[config.mk]
export PLATFORM = sky130hd
export DESIGN_NAME = epoch_seconds_to_calendar
export DESIGN_NICKNAME = d
export VERILOG_FILES = /design/src/es2cal_pkg.sv /design/src/epoch_seconds_to_calendar.sv
export SDC_FILE = /design/constraint.sdc
export NUM_CORES = 2
export LEC_CHECK = 0
export BUFFER_PORTS_ARGS = -buffer_cell sky130_fd_sc_hd__buf_2
export CAP_MARGIN = 10
export CELL_PAD_IN_SITES_DETAIL_PLACEMENT = 1
export CELL_PAD_IN_SITES_GLOBAL_PLACEMENT = 2
export CORE_MARGIN = 2
export CORE_UTILIZATION = 45
export CTS_BUF_LIST = sky130_fd_sc_hd__clkbuf_4 sky130_fd_sc_hd__clkbuf_8
export CTS_CLUSTER_SIZE = 30
export DETAILED_ROUTE_END_ITERATION = 6
export PLACE_DENSITY = 0.85
export SLEW_MARGIN = 20
export SYNTH_ARGS = -nofsm -noshare
export SYNTH_HDL_FRONTEND = slang
export SYNTH_SLANG_ARGS = --single-unit
[constraint.sdc]
create_clock -name clock -period 9 [get_ports clock]
set_clock_uncertainty 0.1 [all_clocks]
set_input_delay 0.45 -clock clock [delete_from_list [all_inputs] [get_ports clock]]
set_output_delay 0.45 -clock clock [all_outputs]
set_load 0.005 [all_outputs]
[src/es2cal_pkg.sv]
// package: stage record types and calendar constants for the epoch seconds to calendar pipeline
`timescale 1ns / 1ps
package es2cal_pkg;

   // field widths of the request and response
   localparam int EpochWidth  = 31;
   localparam int YearWidth   = 11;
   localparam int MonthWidth  = 4;
   localparam int DayWidth    = 5;
   localparam int HourWidth   = 5;
   localparam int MinuteWidth = 6;
   localparam int SecondWidth = 6;

   // seconds per day is 128 * 675: shift out 7 bits, then divide by 675
   localparam int          DayShift  = 7;
   localparam logic [24:0] DayRecip  = 25'd25451658;   // floor(2^34 / 675)
   localparam int          DayRecipK = 34;
   localparam logic [9:0]  DayOdd    = 10'd675;

   // seconds per hour is 16 * 225
   localparam logic [12:0] HourRecip  = 13'd4661;       // ceil(2^20 / 225)
   localparam int          HourRecipK = 20;
   localparam logic [11:0] SecsHour   = 12'd3600;

   // seconds per minute is 4 * 15
   localparam logic [10:0] MinRecip  = 11'd1093;        // ceil(2^14 / 15)
   localparam int          MinRecipK = 14;
   localparam logic [5:0]  SecsMin   = 6'd60;

   // days counted from 1968-01-01, the leap year just before the epoch;
   // up to 2038 every four-year block holds 1461 days (2000 is a leap year)
   localparam logic [9:0]  EpochDayOffset = 10'd731;
   localparam logic [14:0] QuadRecip      = 15'd22967;  // ceil(2^25 / 1461)
   localparam int          QuadRecipK     = 25;
   localparam logic [10:0] QuadDays       = 11'd1461;
   localparam logic [10:0] BaseYear       = 11'd1968;

   // first day of each following year inside a four-year block
   localparam logic [10:0] YearStart1 = 11'd366;
   localparam logic [10:0] YearStart2 = 11'd731;
   localparam logic [10:0] YearStart3 = 11'd1096;

   // days before each month
   localparam logic [8:0] CumLeap [13] = '{
      9'd0, 9'd31, 9'd60, 9'd91, 9'd121, 9'd152, 9'd182,
      9'd213, 9'd244, 9'd274, 9'd305, 9'd335, 9'd366};
   localparam logic [8:0] CumCommon [13] = '{
      9'd0, 9'd31, 9'd59, 9'd90, 9'd120, 9'd151, 9'd181,
      9'd212, 9'd243, 9'd273, 9'd304, 9'd334, 9'd365};

   localparam int StageCount = 6;

   typedef struct packed {
      logic [23:0] hi_secs;
      logic [6:0]  lo_secs;
      logic [14:0] day_est;
   } s1_type;

   typedef struct packed {
      logic [14:0] days;
      logic [16:0] sod;
   } s2_type;

   typedef struct packed {
      logic [16:0] sod;
      logic [4:0]  hour;
      logic [14:0] days68;
      logic [4:0]  quad;
   } s3_type;

   typedef struct packed {
      logic [11:0] rem_hour;
      logic [4:0]  hour;
      logic [4:0]  quad;
      logic [10:0] quad_day;
   } s4_type;

   typedef struct packed {
      logic [11:0] rem_hour;
      logic [4:0]  hour;
      logic [5:0]  minute;
      logic [10:0] year;
      logic [8:0]  doy;
      logic        leap;
   } s5_type;

   typedef struct packed {
      logic [10:0] year;
      logic [3:0]  month;
      logic [4:0]  day;
      logic [4:0]  hour;
      logic [5:0]  minute;
      logic [5:0]  second;
   } s6_type;

   // days before month index idx (0 is January)
   function automatic logic [8:0] cum_days(input logic leap, input logic [3:0] idx);
      logic [8:0] val;
      val = leap ? CumLeap[idx] : CumCommon[idx];
      return val;
   endfunction

endpackage

[src/epoch_seconds_to_calendar.sv]
// top level: six-stage pipeline turning epoch seconds into a calendar date and time of day
`timescale 1ns / 1ps
//
//  channel   direction  handshake              payload
//  req_      in         req_valid / req_ready  req_epoch_seconds
//  rsp_      out        rsp_valid / rsp_ready  rsp_cal_year .. rsp_cal_second
//
//  one request enters per cycle unless a stall holds the pipe; each response leaves from s6_ff
//  the pipeline moves as one block: it advances when the output register is empty or taken
//  a stall on rsp_ready freezes every stage, so nothing is dropped or repeated
//  reset clears only the stage valid bits; data registers are left as they are
//
module epoch_seconds_to_calendar (
   input  logic                                clock,
   input  logic                                reset,
   input  logic                                req_valid,
   output logic                                req_ready,
   input  logic [es2cal_pkg::EpochWidth-1:0]   req_epoch_seconds,
   output logic                                rsp_valid,
   input  logic                                rsp_ready,
   output logic [es2cal_pkg::YearWidth-1:0]    rsp_cal_year,
   output logic [es2cal_pkg::MonthWidth-1:0]   rsp_cal_month,
   output logic [es2cal_pkg::DayWidth-1:0]     rsp_cal_day,
   output logic [es2cal_pkg::HourWidth-1:0]    rsp_cal_hour,
   output logic [es2cal_pkg::MinuteWidth-1:0]  rsp_cal_minute,
   output logic [es2cal_pkg::SecondWidth-1:0]  rsp_cal_second
);
   import es2cal_pkg::*;

   logic                  advance;
   logic [StageCount-1:0] valid_ff, valid_in;

   s1_type s1_ff, s1_in;
   s2_type s2_ff, s2_in;
   s3_type s3_ff, s3_in;
   s4_type s4_ff, s4_in;
   s5_type s5_ff, s5_in;
   s6_type s6_ff, s6_in;

   // stage scratch
   logic [48:0] day_prod;
   logic [23:0] day_rem;
   logic [25:0] hour_prod;
   logic [29:0] quad_prod;
   logic [16:0] hour_secs;
   logic [20:0] min_prod;
   logic [1:0]  year_idx;
   logic [10:0] year_base;
   logic [3:0]  month;
   logic [11:0] min_secs;

   // whole pipe moves together; holds only while the output is full and not taken
   assign advance   = !valid_ff[StageCount-1] || rsp_ready;
   assign req_ready = advance;
   assign valid_in  = {valid_ff[StageCount-2:0], req_valid};

   // stage 1: day estimate from a reciprocal multiply, may be one low
   always_comb begin
      s1_in.hi_secs = req_epoch_seconds[EpochWidth-1:DayShift];
      s1_in.lo_secs = req_epoch_seconds[DayShift-1:0];
      day_prod      = 49'(s1_in.hi_secs) * 49'(DayRecip);
      s1_in.day_est = day_prod[DayRecipK+14:DayRecipK];
   end

   // stage 2: correct the day count and rebuild the second of the day
   always_comb begin
      day_rem = s1_ff.hi_secs - 24'(25'(s1_ff.day_est) * 25'(DayOdd));
      if (day_rem >= 24'(DayOdd)) begin
         s2_in.days = s1_ff.day_est + 15'd1;
         s2_in.sod  = {day_rem[9:0] - DayOdd, s1_ff.lo_secs};
      end else begin
         s2_in.days = s1_ff.day_est;
         s2_in.sod  = {day_rem[9:0], s1_ff.lo_secs};
      end
   end

   // stage 3: hour of day, and four-year block of the day count
   always_comb begin
      hour_prod      = 26'(s2_ff.sod[16:4]) * 26'(HourRecip);
      s3_in.sod      = s2_ff.sod;
      s3_in.hour     = hour_prod[HourRecipK+4:HourRecipK];
      s3_in.days68   = s2_ff.days + 15'(EpochDayOffset);
      quad_prod      = 30'(s3_in.days68) * 30'(QuadRecip);
      s3_in.quad     = quad_prod[QuadRecipK+4:QuadRecipK];
   end

   // stage 4: seconds left in the hour, day within the four-year block
   always_comb begin
      hour_secs      = 17'(s3_ff.hour) * 17'(SecsHour);
      s4_in.rem_hour = 12'(s3_ff.sod - hour_secs);
      s4_in.hour     = s3_ff.hour;
      s4_in.quad     = s3_ff.quad;
      s4_in.quad_day = 11'(s3_ff.days68 - 15'(16'(s3_ff.quad) * 16'(QuadDays)));
   end

   // stage 5: minute, year and day of year
   always_comb begin
      min_prod       = 21'(s4_ff.rem_hour[11:2]) * 21'(MinRecip);
      s5_in.rem_hour = s4_ff.rem_hour;
      s5_in.hour     = s4_ff.hour;
      s5_in.minute   = min_prod[MinRecipK+5:MinRecipK];
      priority if (s4_ff.quad_day >= YearStart3) begin
         year_idx  = 2'd3;
         year_base = YearStart3;
      end else if (s4_ff.quad_day >= YearStart2) begin
         year_idx  = 2'd2;
         year_base = YearStart2;
      end else if (s4_ff.quad_day >= YearStart1) begin
         year_idx  = 2'd1;
         year_base = YearStart1;
      end else begin
         year_idx  = 2'd0;
         year_base = 11'd0;
      end
      s5_in.year = BaseYear + {4'd0, s4_ff.quad, 2'b00} + 11'(year_idx);
      s5_in.doy  = 9'(s4_ff.quad_day - year_base);
      s5_in.leap = (year_idx == 2'd0);
   end

   // stage 6: month search over the cumulative table, second of minute
   always_comb begin
      month = 4'd1;
      for (int i = 1; i < 12; i++) begin
         if (s5_ff.doy >= cum_days(s5_ff.leap, 4'(i))) begin
            month = 4'(i + 1);
         end
      end
      s6_in.year   = s5_ff.year;
      s6_in.month  = month;
      s6_in.day    = 5'(s5_ff.doy - cum_days(s5_ff.leap, month - 4'd1) + 9'd1);
      s6_in.hour   = s5_ff.hour;
      s6_in.minute = s5_ff.minute;
      min_secs     = 12'(s5_ff.minute) * 12'(SecsMin);
      s6_in.second = 6'(s5_ff.rem_hour - min_secs);
   end

   always_ff @(posedge clock) begin
      if (reset) begin
         valid_ff <= '0;
      end else if (advance) begin
         valid_ff <= valid_in;
      end
   end

   always_ff @(posedge clock) begin
      if (advance) begin
         s1_ff <= s1_in;
         s2_ff <= s2_in;
         s3_ff <= s3_in;
         s4_ff <= s4_in;
         s5_ff <= s5_in;
         s6_ff <= s6_in;
      end
   end

   assign rsp_valid      = valid_ff[StageCount-1];
   assign rsp_cal_year   = s6_ff.year;
   assign rsp_cal_month  = s6_ff.month;
   assign rsp_cal_day    = s6_ff.day;
   assign rsp_cal_hour   = s6_ff.hour;
   assign rsp_cal_minute = s6_ff.minute;
   assign rsp_cal_second = s6_ff.second;

endmodule

==> results.md <==
- Status: finished clean
- Crit. End Element: flop
- # IOs: 74
- Die Ht: 265 um
- CTS max path bufs: 3
- Post-synthesis area per instance: 10.7 um2
- Vias in the first global route: roughly 23000
- CTS tree: yes
- Initial Util: 45.5%
- Initial antenna violation count: 0
- Post-synth EDFFs: about 220
- Core ar.: around 0.067 mm2
- Post-Syn Nets: 3932
- Final Util: 49.0%
- I/O Buffers: between 70 and 80
- Iter 0 DRT Violations: ~800
- Cts bufs inserted: 42
- CP arrival: 8.67 ns
- Post-synthesis mux area share: 0.438%
- Worst path bufs/invs: 8
- Clock-pin slew of the registers on the worst-case setup and hold paths: 0.06 ns
- Synth Area in XOR/XNOR: under 10%
- Largest net degree at the start of global routing: 66
- Postcts setup bufs: 0
- CTS H-tree depth: 2
- Antenna viol nets, final: 0
- Detailed Routing Iterations Pass 1: 4
- Crit. path cell count: 30
- Clk sinks: 221
- WHS Endpoint: s1_ff[22]$_DFFE_PP_
- Synth Instances: 2850
- Predominant post-synthesis flop cell: edfxtp_1
- Largest family of logic cells by synthesized area: adder cells
- DR WL/cell: 18.4 um
- Gr usage total: 21.1%
- Synth Area in Simple Gates: approximately 5.5%
- R2r endpoint: s3_ff[4]$_DFFE_PP_
- Hold path cells: 1
- Part of the cycle the worst path needs: a little over nine tenths
- Placed wire-length estimate: 59100 um
- Die footprint: ~0.07 mm2
- Min cycle time layout: approximately 8.4 ns
- Share of cells above drive strength 1: 6.08%
- FILL cells: 7333
- Cell family with most CP delay: adder cells
- Highest-delay cell along the critical path: fa_1
- Asr flop ratio synth: 0%
- CTS root buf: clkbuf_8
- Crit path from: s2_ff[17]$_DFFE_PP_
- First-pass GRT wire length: 118000 um
- R2r setup slk: around 0.57 ns
- Compound-Gate Fraction of Synth Area: ~8.1%
- Die X: 265 um
- Most common cell on crit path: inv_1
- Endpoints failing setup: 0
- Row count: 95
- Reg2reg start: s2_ff[17]$_DFFE_PP_
- Final Max Tran Viols: 0
- Slew HR: 30.5%
- Crit path largest cell delay: 0.55 ns
- GP Congestion: ~0.8
- Ys Warns: 0
- Hold_ws: 0.176 ns
- Fmax: 119 MHz
- Synth unique cells: 82
- Area Growth Syn to Fin: 7.79%
- Gr ovfl total: 0
- Worst-Skew Late Latency: 0.60 ns
- Remaining DRCs: 0
- WL final: 71200 um
- Max Cap Viol: 0
- Worst-Margin Slew: 1.04 ns
- Final Hold Vio Count: 0
- #FFs+latches synth: 221
- Vias per cell: 5.25
- CP Max Fanout: 7
- Post-synthesis adder-cell area fraction: 51.2%
- Final Net Count: 4044
- Sum Neg Setup Slack: 0 ns
- Vias post-DR: between 20000 and 25000
- RSZ-0062 raised after global routing: no
- R2R depth: 30
- Syn Std Cell Area: around 0.031 mm2
- WP data required: 9.24 ns
- WS Path Type: flop to flop
- Worst Min Path Start: req_epoch_seconds[7]
- Type of the worst min-delay path: input port to flop
- Startpoint Class: flop
- Seq/Total Area, Yosys: between 20% and 30%
[per-layer routing]
metal	share of wire [%]	vias to the layer above	GRT usage, %
met2	52	247	39.4
met1	43	10200	25.4
li1	-	9726	-
met3	2.9	104	2.63
met4	2.5	0	5.74
met5	0	-	0
[layout make-up]
cell class | count | area [um2] | share of cell area, %
multi-input cells | 1868 | 21100 | 64.1
clock buffers | 52 | 666 | 2.02
repair buffers | 94 | 553 | 1.68
well taps | 873 | 1090 | 3.31
inverters | 735 | 2760 | 8.37
diodes | 1 | 2.50 | 0.00759
clock inverters | 22 | 186 | 0.565
flip-flops and latches | 221 | 6580 | 19.9
[worst max-delay path by stage]
stage | end | slack, ns
floorplan | s3_ff[4]$_DFFE_PP_ | 1.21
global placement | s3_ff[4]$_DFFE_PP_ | 0.72
detailed placement | s3_ff[4]$_DFFE_PP_ | 0.36
CTS | s3_ff[4]$_DFFE_PP_ | 0.33
global route | s3_ff[4]$_DFFE_PP_ | 0.006
finish | s3_ff[4]$_DFFE_PP_ | 0.57
[stage by stage]
step | area (um2) | instances | worst slack (ns)
2_1_floorplan | 30600 | 2850 | 1.21
3_3_place_gp | 32000 | 3780 | 0.718
3_5_place_dp | 32000 | 3780 | 0.362
4_1_cts | 33000 | 3863 | 0.326
5_1_grt | 33000 | 3865 | 0.00628
6_report | 33000 | 3866 | 0.567
[synthesized netlist by cell type, drive strengths merged (6+ instances only)]
cell       n  area share (%)
a21oi     86             1.4
o2111ai    6            0.19
and3      14            0.29
and2       7            0.14
o31ai      7            0.17
a21o      52             1.3
or2        7            0.14
nor3b      6            0.15
ha       705              29
nand3     24            0.39
nand2b    21            0.43
buf       10            0.22
dfxtp      6            0.39
inv      735             9.0
xnor2     83             2.4
nor4       7            0.14
clkbuf    16            0.20
a211oi    13            0.32
nor2b     12            0.25
o211ai    11            0.27
nor3      27            0.48
edfxtp   215              21
nor2      79            0.97
a2111oi   10            0.51
nand2     69            0.85
a31oi     28            0.57
o21bai    11            0.27
or3       10            0.20
o21ai     48            0.79
fa       342              22
o22ai      7            0.14
xor2      46             1.3
o21a      19            0.47
mux2i      7            0.23
a311oi     8            0.23
nand4     16            0.33
[flip-flops by register name, indices dropped and copies added, names as in the netlist, 9 cells and up]
register,count
rsp_cal_year,9
s2_ff,32
s5_ff,36
s1_ff,46
s3_ff,33
s4_ff,33
[cells in the final DEF, fill, tap and decap left out, types with 8 or more instances in the layout]
| cell | n |
|---|---|
| a211oi_1 | 13 |
| a21o_1 | 52 |
| a21oi_1 | 84 |
| a311oi_1 | 8 |
| a31oi_1 | 28 |
| and3_1 | 14 |
| buf_2 | 73 |
| buf_4 | 10 |
| clkbuf_4 | 8 |
| clkbuf_8 | 44 |
| clkinv_1 | 9 |
| dlygate4sd3_1 | 9 |
| edfxtp_1 | 215 |
| fa_1 | 342 |
| ha_1 | 705 |
| inv_1 | 733 |
| nand2_1 | 69 |
| nand2b_1 | 20 |
| nand3_1 | 24 |
| nand4_1 | 16 |
| nor2_1 | 79 |
| nor2b_1 | 12 |
| nor3_1 | 26 |
| o211ai_1 | 11 |
| o21a_1 | 19 |
| o21ai_0 | 45 |
| o21bai_1 | 11 |
| or3_1 | 10 |
| xnor2_1 | 83 |
| xor2_1 | 46 |
[cells by family after synthesis]
family                     after synthesis
adders and majority gates             1047
buffers and inverters                  761
AOI/OAI and AO/OA                      355
and+or+nand+nor                        323
DFF                                    221
xor gates and xnor gates               131
muxes                                   12
[what timing repair did]
| item | 4_1_cts | 5_1_grt |
|---|---|---|
| hold buffers | 9 | 0 |
| endpoints found under the setup margin | 0 | 2 |
| endpoints found under the hold margin | 13 | 0 |
| resized for setup | 0 | 2 |
Power is left out: the tool's default activity adds up to more than one toggle a clock period on the data nets, which glitch-free logic cannot reach.
